`src/sem_pkg.sv`:
```
`default_nettype none
package sem_pkg;

   localparam int MaxWidthDefault = 1024;

   // controller states
   typedef enum logic [2:0] {
      ST_IDLE,
      ST_READ,
      ST_STEP,
      ST_SQRT,
      ST_OUT
   } state_type;

   // controller -> datapath commands
   typedef struct packed {
      logic start;     // latch accepted transaction, launch line store read
      logic step;      // perform one advance pass
      logic sqrt_go;   // set on a result pass; the datapath starts the square root itself
      logic send;      // load output register
   } cmd_type;

   // datapath -> controller status
   typedef struct packed {
      logic act_ok;    // transaction does something
      logic again;     // flush needs second pass
      logic emitted;   // a result was computed
      logic sqrt_done;
   } sts_type;

   localparam int unsigned CfgWidthIdx  = 0;
   localparam int unsigned CfgHeightIdx = 1;

endpackage
`default_nettype wire

```
`src/sem_ctrl.sv`:
```
`default_nettype none
module sem_ctrl
   import sem_pkg::*;
(
   input  wire logic clock,
   input  wire logic reset,
   input  wire logic in_fire,
   input  wire logic out_busy,
   input  sts_type   sts,
   output cmd_type   cmd,
   output logic      req_ready
);
   state_type st_ff, st_in;

   // next state
   always_comb begin
      st_in = st_ff;
      case (st_ff)
         ST_IDLE: if (in_fire) st_in = ST_READ;
         ST_READ: st_in = sts.act_ok ? ST_STEP : ST_IDLE;
         ST_STEP: begin
            if (sts.emitted) st_in = ST_SQRT;
            else if (sts.again) st_in = ST_READ;
            else st_in = ST_IDLE;
         end
         ST_SQRT: if (sts.sqrt_done) st_in = ST_OUT;
         ST_OUT:  if (!out_busy) st_in = ST_IDLE;
         default: st_in = ST_IDLE;
      endcase
   end

   // outputs
   always_comb begin
      cmd = '0;
      req_ready = 1'b0;
      case (st_ff)
         ST_IDLE: begin
            req_ready = 1'b1;
            cmd.start = in_fire;
         end
         ST_STEP: begin
            cmd.step = 1'b1;
            cmd.sqrt_go = sts.emitted;
         end
         ST_OUT:  cmd.send = !out_busy;
         default: ;
      endcase
   end

   always_ff @(posedge clock) begin
      if (reset) st_ff <= ST_IDLE;
      else st_ff <= st_in;
   end

   a_ready_idle: assert property (@(posedge clock) disable iff (reset)
      req_ready |-> st_ff == ST_IDLE) else $error("ready outside idle");
   a_send_once: assert property (@(posedge clock) disable iff (reset)
      cmd.send |=> st_ff == ST_IDLE) else $error("send not closing");
   a_sqrt_after_step: assert property (@(posedge clock) disable iff (reset)
      st_ff == ST_SQRT |-> $past(st_ff) == ST_STEP || $past(st_ff) == ST_SQRT)
      else $error("bad sqrt entry");
endmodule
`default_nettype wire

```
`config.mk`:
```
export PLATFORM = sky130hd
export DESIGN_NAME = sem_ctrl
export DESIGN_NICKNAME = d
export VERILOG_FILES = /design/src/sem_pkg.sv /design/src/sem_ctrl.sv
export SDC_FILE = /design/constraint.sdc
export NUM_CORES = 1
export LEC_CHECK = 0
export BUFFER_PORTS_ARGS = -buffer_cell sky130_fd_sc_hd__buf_2
export CORE_AREA = 2 2 39 41
export CTS_CLUSTER_DIAMETER = 50
export CTS_CLUSTER_SIZE = 14
export DETAILED_ROUTE_END_ITERATION = 10
export DIE_AREA = 0 0 41 43
export HOLD_SLACK_MARGIN = 0.08
export MAX_ROUTING_LAYER = met4
export PLACE_DENSITY_LB_ADDON = 0.3
export SETUP_SLACK_MARGIN = 0.4
export SLEW_MARGIN = 5
export SYNTH_ARGS = -nofsm -noshare
export SYNTH_HDL_FRONTEND = slang
export SYNTH_SLANG_ARGS = --single-unit
```
`constraint.sdc`:
```
create_clock -name clock -period 2.83 [get_ports clock]
set_clock_uncertainty 0.05 [all_clocks]
set_input_delay 0.566 -clock clock [delete_from_list [all_inputs] [get_ports clock]]
set_output_delay 0.566 -clock clock [all_outputs]
set_load 0.05 [all_outputs]
```
==> results of run 1 <==
## synthesized netlist by cell type
cell type	count	area [sq um]
dfxtp_1	3	60.1
nor2_1	3	11.3
and2_1	2	12.5
nor2b_1	2	12.5
a2111o_1	1	11.3
a211oi_1	1	7.51
a21oi_1	1	5.00
a21oi_2	1	8.76
buf_4	1	7.51
buf_6	1	11.3
nand2_1	1	3.75
nand3_1	1	5.00
nand3b_1	1	7.51
nand4b_1	1	8.76
nand4bb_1	1	11.3
nor2_2	1	6.26
nor3_1	1	5.00
nor3b_1	1	7.51
o21ai_0	1	5.00
## metrics by stage
stage	setup slack (ns)	hold WS (ns)	std cells	power, mW	utilization [%]
6_report	0.889	0.479	55	0.157	22.1
5_1_grt	0.761	0.477	55	0.166	22.1
4_1_cts	0.870	0.473	55	0.162	22.1
3_5_place_dp	1.12	0.528	51	0.0826	20.2
3_3_place_gp	1.14	0.535	51	0.0825	20.2
2_1_floorplan	0.569	0.475	25	0.0736	-
## layer usage
| layer | vias to the layer above | part of all wire (%) | track usage (%) |
|---|---|---|---|
| met4 | 0 | 0 | 8.00 |
| li1 | 118 | - | - |
| met2 | 2 | 53 | 9.06 |
| met3 | 0 | 1.0 | 1.57 |
| met5 | - | 0 | - |
| met1 | 100 | 46 | 8.65 |
## power breakdown
group,switching [mW],leakage (nW),internal [mW]
registers,0.00436,0.0245,0.0443
logic,0.0208,0.0915,0.0119
clock network,0.0230,0.0150,0.0529
## cells by family (layout without fill, tap and decap cells)
family,Yosys count,in the layout,share of synthesized area (%)
AND/OR/NAND/NOR,15,15,44.0
buffers and inverters,2,16,9.04
flip-flops,3,3,28.9
AO/OA/AOI/OAI,5,5,18.1
## worst min-delay path by stage
stage | startpoint | end | cells past startpoint
after floorplan | st_ff[2] | st_ff[2] | 2
after global placement | st_ff[2] | st_ff[2] | 2
after detailed placement | st_ff[2] | st_ff[2] | 2
after CTS | reset | st_ff[0] | 2
after global routing | reset | st_ff[0] | 2
final | reset | st_ff[0] | 2
## final cells by class
| cell class | count | area [sq um] |
|---|---|---|
| multi-input combinational | 20 | 139 |
| clock buffer | 4 | 26.3 |
| tap | 16 | 20.0 |
| sequential | 3 | 60.1 |
| fill | 159 | 1080 |
| timing repair buffer | 12 | 60.1 |
## critical path, cell delays in order (launching register included)
cell,delay [ns]
dfxtp_1,0.48
nor3b_2,0.23
and2_1,0.13
buf_2,0.25
==> flow_metrics.tcl, run 1 <==
set metrics [dict create \
    crit_path_end_kind "primary output" \
    reg2reg_depth 3 \
    die_h_um 43 \
    ir_worst_vdd_v 0.0000941 \
    maxCapViolCount 0 \
    synth_nets 33 \
    die_x_um 41 \
    antenna_found_initial 0 \
    cts_buffers 3 \
    final_common_cell "buf_2" \
    reg_top3 "st_ff (3)" \
    fin_crit_sh_pct 68.6 \
    drc 0 \
    hold_class "in2reg" \
    status "complete, no violations" \
    crit_type "reg2out" \
    via_count 220 \
    cts_sinks 3 \
    drive_above_1_share_pct 48.7 \
    diodes 0 \
    hold_viol 0 \
    r2r-start "st_ff[1]" \
    crit_path_start_kind "register" \
    cts_root_buf "clkbuf_4" \
    layout_common_cells "12 x buf_2, 3 x nor2_1, 3 x clkbuf_4, 3 x dfxtp_1" \
    grt_pass1_vias 206 \
    gp_congestion 0.674 \
    overflow 0 \
    postCtsHoldBufs 0 \
    slew_headroom_pct 77.9 \
    largest-register "st_ff" \
    port_buffers 12 \
    placed_cell_area_sq_um 279 \
    wl_per_cell_um 8.96 \
    largest_register_ffs 3 \
    worstMarginPinSlew_ns 0.331 \
    postCtsSetupBuffers 0 \
    dp_hpwl_um 382 \
    io_pins 13 \
    rrSetupSlack_ns 1.67 \
    grt_first_pass_wirelength_um 821 \
    htreeDepth 1 \
    cts_tree "done" \
    clk_pin_slew_ns 0.04 \
    fin_area_sq_um 305 \
    syn_area_sq_um 208 \
    core_sq_um 1380 \
    crit_fanout 9 \
    r2r_end "st_ff[0]" \
    drt-total-wl_um 493 \
    fmax_ghz 0.515 \
    layout.nets 48 \
    endpoint "cmd[1]" \
    cp.arrival_ns 1.32 \
    drt_iter0_drc 0 \
    rows 14 \
    cts_resized 0 \
    critPathRequiredTime_ns 2.21 \
    antenna_left 0 \
    ys_seq_elements 3 \
    power.leakage_nw 0.131 \
    slew_viol_final 0 \
    start_util_pct 15.0 \
    yosysWarnings 0 \
    rsz0062_at_grt "false" \
    via_per_inst 4.00 \
    tns_ns 0 \
    syn_to_final_growth_pct 47.0 \
    insertion_delay_ns 0.23 \
    clk_path_buf_depth 2 \
    avgSynthCellArea_sq_um 8.31 \
    dieArea_sq_um 1760 \
    yosysSeqAreaShare_pct 28.9 \
    track_usage_pct 7.30 \
    synth_cell_types 19 \
    p_per_area_nw_per_um2 515 \
    setup_viol 0 \
    critPathLaunch "st_ff[1]" \
    post-route-min-period_ns 1.94 \
    drt_first_pass_iters 1 \
    grt_max_degree 10 \
    syn_inst 25 \
]
(Power assumes the default switching activity.)
==> run 2, diff against run 1 <==
- clock period: 2.83 -> 2.05 ns (I/O delays scaled with it)
==> run 2 against run 1 <==
- die area did not move
- combinational power increased by 55%
- power rose by 40%
- clock-buffer cell count is the same
- wire length is 2.6% lower
- via count increased by 0.91%
- critical path type unchanged
- largest cell class unchanged
==> flow_metrics.tcl, run 2 (same netlist as run 1, synthesis figures left out) <==
set metrics [dict create \
    rows 14 \
    overflow 0 \
    p_clk_share_pct 45.9 \
    largest-register "st_ff" \
    drc 0 \
    gp_congestion 0.708 \
    die_x_um 41 \
    tns_ns 0 \
    hold_class "in2reg" \
    status "complete, no violations" \
    setup_viol 0 \
    insertion_delay_ns 0.23 \
    power.leakage_nw 0.137 \
    drt-total-wl_um 480 \
    drive_above_1_share_pct 64.1 \
    rsz0062_at_grt "false" \
    cts_root_buf "clkbuf_4" \
    n_fill_cell 164 \
    die_h_um 43 \
    slew_viol_final 0 \
    layout_common_cells "9 x buf_2, 3 x clkbuf_4" \
    via_count 222 \
    final_common_cell "buf_2" \
    start_util_pct 15.0 \
    worstMarginPinSlew_ns 0.248 \
    grt_first_pass_wirelength_um 807 \
    comb_power_share_pct 23.2 \
    crit_path_end_kind "primary output" \
    fin_crit_sh_pct 77.7 \
    drt_first_pass_iters 1 \
    wl_per_cell_um 8.73 \
    crit_fanout 9 \
    dp_hpwl_um 394 \
    cts_tree "done" \
    largest_register_ffs 3 \
    clk_path_buf_depth 2 \
    ir_worst_vdd_v 0.000235 \
    grt_max_degree 10 \
    multiInputGateArea_sq_um 159 \
    maxCapViolCount 0 \
    core_sq_um 1380 \
    drt_iter0_drc 0 \
    p_sw_mw 0.0645 \
    diodes 0 \
    register_area_sq_um 66.3 \
    hold_viol 0 \
    antenna_found_initial 0 \
    crit_type "reg2out" \
    critPathRequiredTime_ns 1.59 \
    io_pins 13 \
    dieArea_sq_um 1760 \
    grt_pass1_vias 207 \
    layout.nets 48 \
    cts_sinks 3 \
    cts_buffers 3 \
    antenna_left 0 \
    htreeDepth 1 \
    via_per_inst 4.04 \
    instances_no_fill 55 \
    fmax_ghz 0.628 \
    slew_headroom_pct 83.6 \
    reg_top3 "st_ff (3)" \
    switching_share_pct 29.4 \
    syn_to_final_growth_pct 65.1 \
    power.share.sequential_pct 31.0 \
    crit_path_start_kind "register" \
    postCtsHoldBufs 0 \
    track_usage_pct 7.30 \
    clk_pin_slew_ns 0.04 \
    cp.arrival_ns 1.13 \
    internal-power_mw 0.155 \
    whs_ns 0.324 \
    dp_cells 51 \
    post-route-min-period_ns 1.59 \
    port_buffers 12 \
    p_per_area_nw_per_um2 640 \
]
## run 2: cell counts in the layout (fill, tap and decap cells not counted)
Identical to the previous run, type by type.
## run 2: worst max-delay path: stages (launching register included)
cell,delay (ns)
dfxtp_4,0.40
nor3b_4,0.20
and2_4,0.16
buf_6,0.15
## run 2: path summary, 6_finish.rpt
check / start / end / slack [ns] / cells after the start
hold reg to reg: st_ff[2] / st_ff[1] / 0.49 / 1
hold / removal: reset / st_ff[0] / 0.32 / 2
setup reg to reg: st_ff[1] / st_ff[0] / 0.98 / 3
setup / recovery: st_ff[1] / cmd[1] / 0.46 / 3
## run 2: through the flow
stage	setup WS (ns)	power [mW]	utilization, %	area, sq um
3_5_place_dp	0.550	0.119	21.7	300
4_1_cts	0.360	0.227	24.1	334
5_1_grt	0.404	0.237	24.8	343
3_3_place_gp	0.549	0.120	21.7	300
2_1_floorplan	0.310	0.107	-	239
6_report	0.457	0.220	24.8	343
## run 2: timing repair
action | CTS | global route
setup buffers | 0 | 0
endpoints found under the setup margin | 3 | 5
resized for setup | 3 | 4
gates cloned | 0 | 0
## run 2: layout make-up
type / count / share of cell area [%]
Clock buffer: 4 / 7.66
Sequential cell: 3 / 19.3
Timing Repair Buffer: 12 / 20.8
Multi-Input combinational cell: 20 / 46.4
Tap cell: 16 / 5.84
## run 2: layer usage
metal	wire length, um	GRT usage [%]
met4	0	2.00
met5	0	-
met2	262	10.0
met1	189	7.69
met3	29	6.28
## run 2: power by group through the flow
stage               Sequential (mW)  Clock [mW]  Combinational (mW)
global route                 0.0690       0.114              0.0544
detailed placement           0.0696           0              0.0497
global placement             0.0701           0              0.0496
CTS                          0.0686       0.108              0.0511
finish                       0.0680       0.101              0.0508
floorplan                    0.0630           0              0.0441
